===== src/design/lfuc_pkg.sv =====
`timescale 1ns / 1ps

package lfuc_pkg;

   // Default geometry
   localparam int DEF_ENTRIES    = 16;
   localparam int DEF_COUNT_BITS = 16;

   // Fixed field widths
   localparam int KEY_W   = 32;
   localparam int DATA_W  = 32;
   localparam int TOUCH_W = 64;
   localparam int CAP_W   = 5;

   // Capacity register reset value
   localparam logic [CAP_W-1:0] CAP_RESET = 5'd16;

   // Request codes
   localparam logic REQ_GET = 1'b0;
   localparam logic REQ_PUT = 1'b1;

   // Value returned on a miss or for a put
   localparam logic [DATA_W-1:0] MISS_VALUE = '1;

   // Status of one scan pass over the entries
   typedef struct packed {
      logic found;
      logic free_seen;
      logic victim_seen;
   } scan_flags_type;

endpackage


===== src/design/lfuc_scan.sv =====
`timescale 1ns / 1ps

module lfuc_scan #(
   parameter int ENTRIES    = lfuc_pkg::DEF_ENTRIES,
   parameter int COUNT_BITS = lfuc_pkg::DEF_COUNT_BITS,
   localparam int IDX_W     = (ENTRIES > 1) ? $clog2(ENTRIES) : 1,
   localparam int NV_W      = $clog2(ENTRIES + 1)
) (
   input  logic                          clock,
   input  logic                          reset,
   input  logic                          start,
   input  logic                          live,
   input  logic                          entry_vld,
   input  logic [IDX_W-1:0]              entry_idx,
   input  logic [lfuc_pkg::KEY_W-1:0]    entry_key,
   input  logic [lfuc_pkg::DATA_W-1:0]   entry_data,
   input  logic [COUNT_BITS-1:0]         entry_count,
   input  logic [lfuc_pkg::TOUCH_W-1:0]  entry_touch,
   input  logic [lfuc_pkg::KEY_W-1:0]    match_key,
   output lfuc_pkg::scan_flags_type      flags,
   output logic [IDX_W-1:0]              found_idx,
   output logic [lfuc_pkg::DATA_W-1:0]   found_data,
   output logic [COUNT_BITS-1:0]         found_count,
   output logic [IDX_W-1:0]              free_idx,
   output logic [IDX_W-1:0]              victim_idx,
   output logic [lfuc_pkg::KEY_W-1:0]    victim_key,
   output logic [NV_W-1:0]               valid_count
);

   lfuc_pkg::scan_flags_type           flags_ff;
   logic [NV_W-1:0]                    nvalid_ff;
   logic [IDX_W-1:0]                   found_idx_ff;
   logic [lfuc_pkg::DATA_W-1:0]        found_data_ff;
   logic [COUNT_BITS-1:0]              found_cnt_ff;
   logic [IDX_W-1:0]                   free_idx_ff;
   logic [IDX_W-1:0]                   vic_idx_ff;
   logic [lfuc_pkg::KEY_W-1:0]         vic_key_ff;
   logic [COUNT_BITS-1:0]              vic_cnt_ff;
   logic [lfuc_pkg::TOUCH_W-1:0]       vic_touch_ff;
   logic                               take_match;
   logic                               take_victim;

   // Pick the first matching key; pick a lower count, older touch among equals
   always_comb begin
      take_match  = !flags_ff.found && (entry_key == match_key);
      take_victim = !flags_ff.victim_seen || (entry_count < vic_cnt_ff) ||
                    ((entry_count == vic_cnt_ff) && (entry_touch < vic_touch_ff));
   end

   // Clear trackers on start, fold in one entry per live beat
   always_ff @(posedge clock) begin
      if (reset || start) begin
         flags_ff  <= '0;
         nvalid_ff <= '0;
      end else if (live) begin
         if (entry_vld) begin
            nvalid_ff <= nvalid_ff + NV_W'(1);
            if (take_match) begin
               flags_ff.found <= 1'b1;
               found_idx_ff   <= entry_idx;
               found_data_ff  <= entry_data;
               found_cnt_ff   <= entry_count;
            end
            if (take_victim) begin
               flags_ff.victim_seen <= 1'b1;
               vic_idx_ff           <= entry_idx;
               vic_key_ff           <= entry_key;
               vic_cnt_ff           <= entry_count;
               vic_touch_ff         <= entry_touch;
            end
         end else if (!flags_ff.free_seen) begin
            flags_ff.free_seen <= 1'b1;
            free_idx_ff        <= entry_idx;
         end
      end
   end

   assign flags       = flags_ff;
   assign found_idx   = found_idx_ff;
   assign found_data  = found_data_ff;
   assign found_count = found_cnt_ff;
   assign free_idx    = free_idx_ff;
   assign victim_idx  = vic_idx_ff;
   assign victim_key  = vic_key_ff;
   assign valid_count = nvalid_ff;

endmodule


===== src/design/lfu_cache.sv =====
`timescale 1ns / 1ps

// Key-value cache with least-frequently-used replacement, oldest touch first
// among entries of equal use count.
// Request channel (req_*): one get or put per beat, valid/stall handshake.
// Response channel (rsp_*): exactly one beat per request, in request order.
// Config channel (csr_*): valid/ready write of the active capacity; always
// ready. The user must write it only while no request is in flight; the
// block itself does not enforce this. Each request walks the entry memory
// one row per cycle through its single read port, passes a drain state,
// then decides and writes back in the decide state. The next request is
// accepted only after the previous one has left the decide state.
// The response sits in an output register: while the receiver stalls it
// holds, and a new request may be accepted and scanned meanwhile; the block
// waits in its write-back cycle until the register frees up.
// Reset (synchronous) clears all valid marks, the touch clock and the
// response valid flag, and sets the capacity to 16. No clearing pass is needed.

module lfu_cache #(
   parameter int ENTRIES    = lfuc_pkg::DEF_ENTRIES,
   parameter int COUNT_BITS = lfuc_pkg::DEF_COUNT_BITS
) (
   input  logic                               clock,
   input  logic                               reset,
   // Request channel
   input  logic                               req_valid,
   output logic                               req_stall,
   input  logic                               req_type,
   input  logic signed [lfuc_pkg::KEY_W-1:0]  req_lookup_key,
   input  logic signed [lfuc_pkg::DATA_W-1:0] req_store_value,
   // Response channel
   output logic                               rsp_valid,
   input  logic                               rsp_stall,
   output logic                               rsp_hit,
   output logic signed [lfuc_pkg::DATA_W-1:0] rsp_read_value,
   output logic                               rsp_evicted,
   output logic signed [lfuc_pkg::KEY_W-1:0]  rsp_evicted_key,
   // Config channel
   input  logic                               csr_valid,
   output logic                               csr_ready,
   input  logic [lfuc_pkg::CAP_W-1:0]         csr_active_capacity
);

   localparam int IDX_W   = (ENTRIES > 1) ? $clog2(ENTRIES) : 1;
   localparam int NV_W    = $clog2(ENTRIES + 1);
   localparam int CMP_W   = ((NV_W > lfuc_pkg::CAP_W) ? NV_W : lfuc_pkg::CAP_W) + 1;
   localparam int KEY_LO  = 0;
   localparam int DATA_LO = KEY_LO + lfuc_pkg::KEY_W;
   localparam int CNT_LO  = DATA_LO + lfuc_pkg::DATA_W;
   localparam int TCH_LO  = CNT_LO + COUNT_BITS;
   localparam int ROW_W   = TCH_LO + lfuc_pkg::TOUCH_W;

   typedef enum logic [1:0] {
      ST_IDLE,
      ST_SCAN,
      ST_DRAIN,
      ST_DECIDE
   } state_type;

   state_type                        state_ff;
   logic [lfuc_pkg::CAP_W-1:0]       cap_ff;
   logic [ENTRIES-1:0]               valid_ff;
   logic [lfuc_pkg::TOUCH_W-1:0]     clock_ff;
   logic [IDX_W-1:0]                 scan_idx_ff;
   logic                             chk_live_ff;
   logic                             chk_vld_ff;
   logic [IDX_W-1:0]                 chk_idx_ff;
   logic                             op_ff;
   logic [lfuc_pkg::KEY_W-1:0]       key_ff;
   logic [lfuc_pkg::DATA_W-1:0]      val_ff;
   logic                             rsp_valid_ff;
   logic                             rsp_hit_ff;
   logic [lfuc_pkg::DATA_W-1:0]      rsp_value_ff;
   logic                             rsp_ev_ff;
   logic [lfuc_pkg::KEY_W-1:0]       rsp_ev_key_ff;

   // Entry memory: key, data, use count and touch time per row
   logic [ROW_W-1:0]                 mem [ENTRIES];
   logic [ROW_W-1:0]                 rdata_ff;

   lfuc_pkg::scan_flags_type         flags;
   logic [IDX_W-1:0]                 found_idx;
   logic [lfuc_pkg::DATA_W-1:0]      found_data;
   logic [COUNT_BITS-1:0]            found_count;
   logic [IDX_W-1:0]                 free_idx;
   logic [IDX_W-1:0]                 victim_idx;
   logic [lfuc_pkg::KEY_W-1:0]       victim_key;
   logic [NV_W-1:0]                  valid_count;

   logic                             req_take;
   logic                             rsp_free;
   logic                             commit;
   logic                             is_put;
   logic                             cap_zero;
   logic                             full;
   logic [COUNT_BITS-1:0]            bumped;
   logic                             wr_en;
   logic                             wr_new;
   logic [IDX_W-1:0]                 wr_idx;
   logic [lfuc_pkg::DATA_W-1:0]      wr_data;
   logic [COUNT_BITS-1:0]            wr_count;
   logic                             ev;
   logic [lfuc_pkg::DATA_W-1:0]      read_value;

   // Handshakes
   assign req_take  = req_valid && !req_stall;
   assign req_stall = (state_ff != ST_IDLE);
   assign rsp_free  = !rsp_valid_ff || !rsp_stall;
   assign commit    = (state_ff == ST_DECIDE) && rsp_free;
   assign csr_ready = 1'b1;

   lfuc_scan #(
      .ENTRIES    (ENTRIES),
      .COUNT_BITS (COUNT_BITS)
   ) u_scan (
      .clock       (clock),
      .reset       (reset),
      .start       (req_take),
      .live        (chk_live_ff),
      .entry_vld   (chk_vld_ff),
      .entry_idx   (chk_idx_ff),
      .entry_key   (rdata_ff[KEY_LO +: lfuc_pkg::KEY_W]),
      .entry_data  (rdata_ff[DATA_LO +: lfuc_pkg::DATA_W]),
      .entry_count (rdata_ff[CNT_LO +: COUNT_BITS]),
      .entry_touch (rdata_ff[TCH_LO +: lfuc_pkg::TOUCH_W]),
      .match_key   (key_ff),
      .flags       (flags),
      .found_idx   (found_idx),
      .found_data  (found_data),
      .found_count (found_count),
      .free_idx    (free_idx),
      .victim_idx  (victim_idx),
      .victim_key  (victim_key),
      .valid_count (valid_count)
   );

   // Decide the write-back from the scan result
   always_comb begin
      is_put   = (op_ff == lfuc_pkg::REQ_PUT);
      cap_zero = (cap_ff == '0);
      full     = (CMP_W'(valid_count) >= CMP_W'(cap_ff)) ||
                 (valid_count == NV_W'(ENTRIES));
      bumped   = (found_count == '1) ? found_count : found_count + COUNT_BITS'(1);
      wr_en    = 1'b0;
      wr_new   = 1'b0;
      wr_idx   = found_idx;
      wr_data  = found_data;
      wr_count = bumped;
      ev       = 1'b0;
      read_value = lfuc_pkg::MISS_VALUE;
      if (!is_put) begin
         if (flags.found) begin
            wr_en      = 1'b1;
            read_value = found_data;
         end
      end else if (!cap_zero) begin
         if (flags.found) begin
            wr_en   = 1'b1;
            wr_data = val_ff;
         end else begin
            wr_data  = val_ff;
            wr_count = COUNT_BITS'(1);
            if (full && flags.victim_seen) begin
               ev     = 1'b1;
               wr_en  = 1'b1;
               wr_new = 1'b1;
               wr_idx = victim_idx;
            end else if (flags.free_seen) begin
               wr_en  = 1'b1;
               wr_new = 1'b1;
               wr_idx = free_idx;
            end
         end
      end
   end

   // Read the row at the scan index every cycle; write back only in the decide
   // state, while no scanned read data is in use
   always_ff @(posedge clock) begin
      if (commit && wr_en) begin
         mem[wr_idx] <= {clock_ff, wr_count, wr_data, key_ff};
      end
      rdata_ff <= mem[scan_idx_ff];
   end

   // Sequencer, bookkeeping and response register
   always_ff @(posedge clock) begin
      if (reset) begin
         state_ff     <= ST_IDLE;
         cap_ff       <= lfuc_pkg::CAP_RESET;
         valid_ff     <= '0;
         clock_ff     <= '0;
         scan_idx_ff  <= '0;
         chk_live_ff  <= 1'b0;
         rsp_valid_ff <= 1'b0;
      end else begin
         if (csr_valid && csr_ready) begin
            cap_ff <= csr_active_capacity;
         end

         // Track the row whose read data lands next cycle
         chk_live_ff <= (state_ff == ST_SCAN);
         chk_idx_ff  <= scan_idx_ff;
         chk_vld_ff  <= valid_ff[scan_idx_ff];

         // Drop the response once taken, unless a new one replaces it
         if (rsp_valid_ff && !rsp_stall && !commit) begin
            rsp_valid_ff <= 1'b0;
         end

         case (state_ff)
            ST_IDLE: begin
               if (req_take) begin
                  op_ff       <= req_type;
                  key_ff      <= req_lookup_key;
                  val_ff      <= req_store_value;
                  scan_idx_ff <= '0;
                  state_ff    <= ST_SCAN;
               end
            end
            ST_SCAN: begin
               if (scan_idx_ff == IDX_W'(ENTRIES - 1)) begin
                  state_ff <= ST_DRAIN;
               end else begin
                  scan_idx_ff <= scan_idx_ff + IDX_W'(1);
               end
            end
            ST_DRAIN: begin
               state_ff <= ST_DECIDE;
            end
            ST_DECIDE: begin
               if (rsp_free) begin
                  if (wr_en) begin
                     clock_ff <= clock_ff + lfuc_pkg::TOUCH_W'(1);
                  end
                  if (wr_new) begin
                     valid_ff[wr_idx] <= 1'b1;
                  end
                  rsp_valid_ff  <= 1'b1;
                  rsp_hit_ff    <= flags.found;
                  rsp_value_ff  <= read_value;
                  rsp_ev_ff     <= ev;
                  rsp_ev_key_ff <= ev ? victim_key : '0;
                  state_ff      <= ST_IDLE;
               end
            end
            default: begin
               state_ff <= ST_IDLE;
            end
         endcase
      end
   end

   assign rsp_valid       = rsp_valid_ff;
   assign rsp_hit         = rsp_hit_ff;
   assign rsp_read_value  = rsp_value_ff;
   assign rsp_evicted     = rsp_ev_ff;
   assign rsp_evicted_key = rsp_ev_key_ff;

endmodule

===== config.mk =====
export PLATFORM = sky130hd
export DESIGN_NAME = lfu_cache
export DESIGN_NICKNAME = d
export VERILOG_FILES = /design/src/design/lfuc_pkg.sv /design/src/design/lfuc_scan.sv /design/src/design/lfu_cache.sv
export SDC_FILE = /design/constraint.sdc
export NUM_CORES = 2
export LEC_CHECK = 0
export BUFFER_PORTS_ARGS = -buffer_cell sky130_fd_sc_hd__clkbuf_2
export CORE_UTILIZATION = 48
export CTS_CLUSTER_SIZE = 10
export DETAILED_ROUTE_END_ITERATION = 8
export HOLD_SLACK_MARGIN = 0.12
export PLACE_DENSITY_LB_ADDON = 0.3
export SLEW_MARGIN = 20
export SYNTH_ARGS = -nofsm -noshare
export SYNTH_HDL_FRONTEND = slang
export SYNTH_SLANG_ARGS = --single-unit
export TNS_END_PERCENT = 20

===== constraint.sdc =====
create_clock -name clock -period 18.8 [get_ports clock]
set_clock_uncertainty 0.1 [all_clocks]
set_input_delay 3.76 -clock clock [delete_from_list [all_inputs] [get_ports clock]]
set_output_delay 3.76 -clock clock [all_outputs]
set_load 0.02 [all_outputs]

==> qor.json <==
{
  "status": "finished clean",
  "die_height_um": 474,
  "die_w_um": 474,
  "delay_heaviest_family_cp": "buffers and inverters",
  "final_antenna_net_count": 0,
  "syn-num-nets": 4919,
  "timing.critical_path.slowest_cell_delay_ns": 0.86,
  "post-synth-top-area-cell": "sky130_fd_sc_hd__edfxtp_1",
  "grt_setup_unrepaired": "no",
  "fmax_mhz": 147,
  "cts-root-buf": "sky130_fd_sc_hd__clkbuf_16",
  "timing.hold.worst.class": "reg -> reg",
  "clock-sinks": 2857,
  "synth.cell_area_um2": 107000,
  "port_buffers": 142,
  "detailroute.via_count": 49400,
  "synth-main-ff-cell": "sky130_fd_sc_hd__edfxtp_1",
  "syn_to_final_growth_pct": 13.3,
  "detailroute.wirelength.met3_um": 16300,
  "ir_worst_vdd_v": 0.0000994,
  "grt_max_degree": 141,
  "synth-adder-area-share": 0.0110,
  "critical_path.startpoint_type": "input pin",
  "final_layout_size_suffix_gt1_frac": 0.261,
  "pwr_density_cell_nw_per_um2": 115,
  "yosysMostFrequentCell": "sky130_fd_sc_hd__edfxtp_1",
  "xor_and_xnor_fraction_of_the_mapped_netlist_area": 0.00843,
  "flip_flop_and_latch_count_after_synthesis": 2857,
  "topRoutingLayerUsed": "met5",
  "final.min_clock_period_ns": 6.81,
  "pre_repair_dr_iteration_count": 6,
  "post_synth_main_area_contributors": "sky130_fd_sc_hd__edfxtp_1 73%, sky130_fd_sc_hd__mux4_2 15%, sky130_fd_sc_hd__dfxtp_1 4.6%",
  "multi_input_area_um2": 22600,
  "seq_area_um2": 83400,
  "async_reset_ff_frac": 0,
  "cts_max_path_buffers": 4,
  "final_core_utilization": 0.550,
  "route.final.wire_length_um": 236000,
  "worstSetupPathType": "in -> reg",
  "synth.cells.most_frequent": "2612 x sky130_fd_sc_hd__edfxtp_1, 725 x sky130_fd_sc_hd__mux4_2, 245 x sky130_fd_sc_hd__dfxtp_1, 132 x sky130_fd_sc_hd__clkbuf_1, 117 x sky130_fd_sc_hd__nor2_1",
  "end_kind": "flop",
  "synthesis.instances": 4750,
  "yosys.area_share.simple": 0.0245,
  "htree_num_levels": 5,
  "dpl.hpwl_um": 120000,
  "floorplan.initialDensity": 0.485,
  "worst-slew-pin-transition_ns": 1.21,
  "grt_pass1_vias": 51000,
  "cp_cell_sequence": "clkbuf_2 > nand2_1 > nand2_1 > a21oi_1 > nand2_1 > a211oi_1 > and3_4 > buf_4 > buf_4",
  "maxSlewViolCount": 0,
  "hold_violations": 0,
  "synth_compound_gate_area_share": 0.00903,
  "vias_per_cell": 5.94,
  "groute.usage.overall": 0.214,
  "r2r_setup_slack_ns": 13.00,
  "dieArea_um2": 225000,
  "grt_overflow": 0,
  "num_io_pins": 144,
  "layout_worst_path_cycle_share": 0.362,
  "synth.top_cell.area_share": 0.733,
  "yosysUniqueCellTypes": 71,
  "clk_pin_slew_worst_paths_ns": 0.06,
  "met1_length_um": 99900,
  "postCtsSetupRepairBufs": 0,
  "postCtsHoldBufs": 0,
  "synth_seq_area_share": 0.779,
  "timing.critical_path.required_ns": 19.24,
  "synth_mux_area_frac": 0.157,
  "synth-edff-count": 2612,
  "avgRoutedWirePerCell_um": 28.4,
  "design.core.area_um2": 221000,
  "timing.max_cap.violations": 0,
  "critical_path_data_arrival_time_ns": 7.25,
  "layout.filler_cells": 16200,
  "first_iter_violations": 5021,
  "post_synth.cell_area_avg_um2": 22.5,
  "cp.buffers_inverters": 3,
  "dominant_combinational_cell_family_by_area_after_synthesis": "multiplexers",
  "cts_buffers": 338,
  "timing.max_slew.rel_slack": 0.194,
  "grt_first_pass_wirelength_um": 349000,
  "cts_repair_resize_count": 0,
  "route.detailed.drc": 0,
  "gp_congestion": 0.766,
  "rows": 172,
  "leakage_power_nw": 40.3,
  "cell_with_the_biggest_individual_delay_on_the_critical_path": "sky130_fd_sc_hd__buf_4",
  "tritoncts_clock_tree": "done",
  "worst_path_most_repeated_cell": "sky130_fd_sc_hd__nand2_1",
  "synth_warnings": 0,
  "setup-tns-final_ns": 0,
  "initial_antenna_violation_count": 5,
  "worstSkewPairLatency_ns": 0.96,
  "setup_violations": 0,
  "critPathMaxFanout": 49,
  "detailroute.wirelength.met2_um": 115000,
  "final_nets": 5275
}
layout by cell type, fill, tap and decap left out, types with 11 or more instances in the layout:
cell type	Yosys	layout
sky130_fd_sc_hd__nand2b_1	39	39
sky130_fd_sc_hd__nand2_1	57	57
sky130_fd_sc_hd__o21ai_0	22	22
sky130_fd_sc_hd__clkbuf_16	0	344
sky130_fd_sc_hd__a21o_1	11	11
sky130_fd_sc_hd__clkbuf_2	0	141
sky130_fd_sc_hd__edfxtp_1	2612	2612
sky130_fd_sc_hd__nor3_1	31	22
sky130_fd_sc_hd__mux4_2	725	725
sky130_fd_sc_hd__buf_12	0	13
sky130_fd_sc_hd__inv_1	99	99
sky130_fd_sc_hd__ha_1	94	94
sky130_fd_sc_hd__xnor2_1	48	48
sky130_fd_sc_hd__mux2_2	34	34
sky130_fd_sc_hd__xor2_1	55	55
sky130_fd_sc_hd__a21oi_1	34	32
sky130_fd_sc_hd__nor4_1	35	35
sky130_fd_sc_hd__clkbuf_1	132	230
sky130_fd_sc_hd__o2bb2ai_1	17	17
sky130_fd_sc_hd__nor2_1	117	113
sky130_fd_sc_hd__nand4_1	36	36
sky130_fd_sc_hd__and3_1	48	44
sky130_fd_sc_hd__dfxtp_1	245	241
sky130_fd_sc_hd__buf_4	2	67
sky130_fd_sc_hd__nand3_1	44	44
sequential cells by signal, summed over array words and instances (netlist names), 5 cells and up:
signal               cells
clock_ff                64
u_scan.found_data       32
key_ff                  32
rsp_evicted_key         32
valid_ff                16
u_scan.found_count      16
cap_ff                   5
u_scan.victim_key       32
u_scan.vic_touch_ff     64
val_ff                  32
rsp_read_value          32
u_scan.valid_count       5
u_scan.vic_cnt_ff       16
mem                   2304
rdata_ff               144
metal layers:
layer	global-route usage	vias up
met5	0	-
met4	0.0537	2
met3	0.0351	364
met2	0.340	1916
met1	0.309	26500
li1	-	20600
through the flow:
step                      instance area, um2  power, mW  instances  setup WS [ns]  hold slack, ns
after floorplan                       107000       8.06       4750           1.52           0.286
after global placement                112000       8.34       7722          11.08           0.289
after detailed placement              112000       8.35       7722          11.05           0.289
after CTS                             121000       14.1       8307          12.03           0.302
after global routing                  121000       14.4       8309          11.86           0.303
final                                 121000       14.0       8311          11.99           0.301
cells by family (layout without fill, tap and decap cells):
family | Yosys count | in the layout
multiplexers | 769 | 769
other | 1 | 3
adder cells (fa/ha/maj) | 94 | 94
XOR/XNOR | 103 | 103
buffers and inverters | 308 | 909
AND/OR/NAND/NOR | 477 | 477
AO/OA/AOI/OAI | 141 | 141
flip-flops | 2857 | 2857
power breakdown:
| part | switching, mW | internal [mW] | leakage (nW) |
|---|---|---|---|
| sequential | 0.110 | 7.04 | 28.1 |
| clock | 2.35 | 3.42 | 4.59 |
| combinational | 0.533 | 0.509 | 7.66 |
layout make-up:
class,instances,area share
diodes,2,0.0000413
clock buffers,578,0.0786
clock inverters,7,0.000867
inverters,99,0.00306
multi-input cells,1585,0.187
flip-flops and latches,2857,0.687
well taps,2958,0.0305
repair buffers,225,0.0128
worst register-to-register path: stages (launching register included):
cell and delay [ns]:
sky130_fd_sc_hd__dfxtp_1 0.39, sky130_fd_sc_hd__inv_1 0.09, sky130_fd_sc_hd__ha_1 0.27, sky130_fd_sc_hd__nand2b_1 0.13, sky130_fd_sc_hd__a211oi_1 0.42, sky130_fd_sc_hd__o21a_1 0.28, sky130_fd_sc_hd__nor2_4 0.05, sky130_fd_sc_hd__buf_4 0.27
sky130_fd_sc_hd__o21ai_1 0.36, sky130_fd_sc_hd__a22o_1 0.69, sky130_fd_sc_hd__and3_4 0.64, sky130_fd_sc_hd__buf_4 0.86, sky130_fd_sc_hd__buf_4 0.84
worst paths after layout:
check / startpoint / end / cells past startpoint
max: rsp_stall / mem[4][123] / 9
min: rdata_ff[51] / u_scan.found_data[19] / 0
max reg2reg: u_scan.valid_count[0] / mem[4][123] / 12
min reg2reg: rdata_ff[51] / u_scan.found_data[19] / 0
Power figures use the tool's default switching activity.
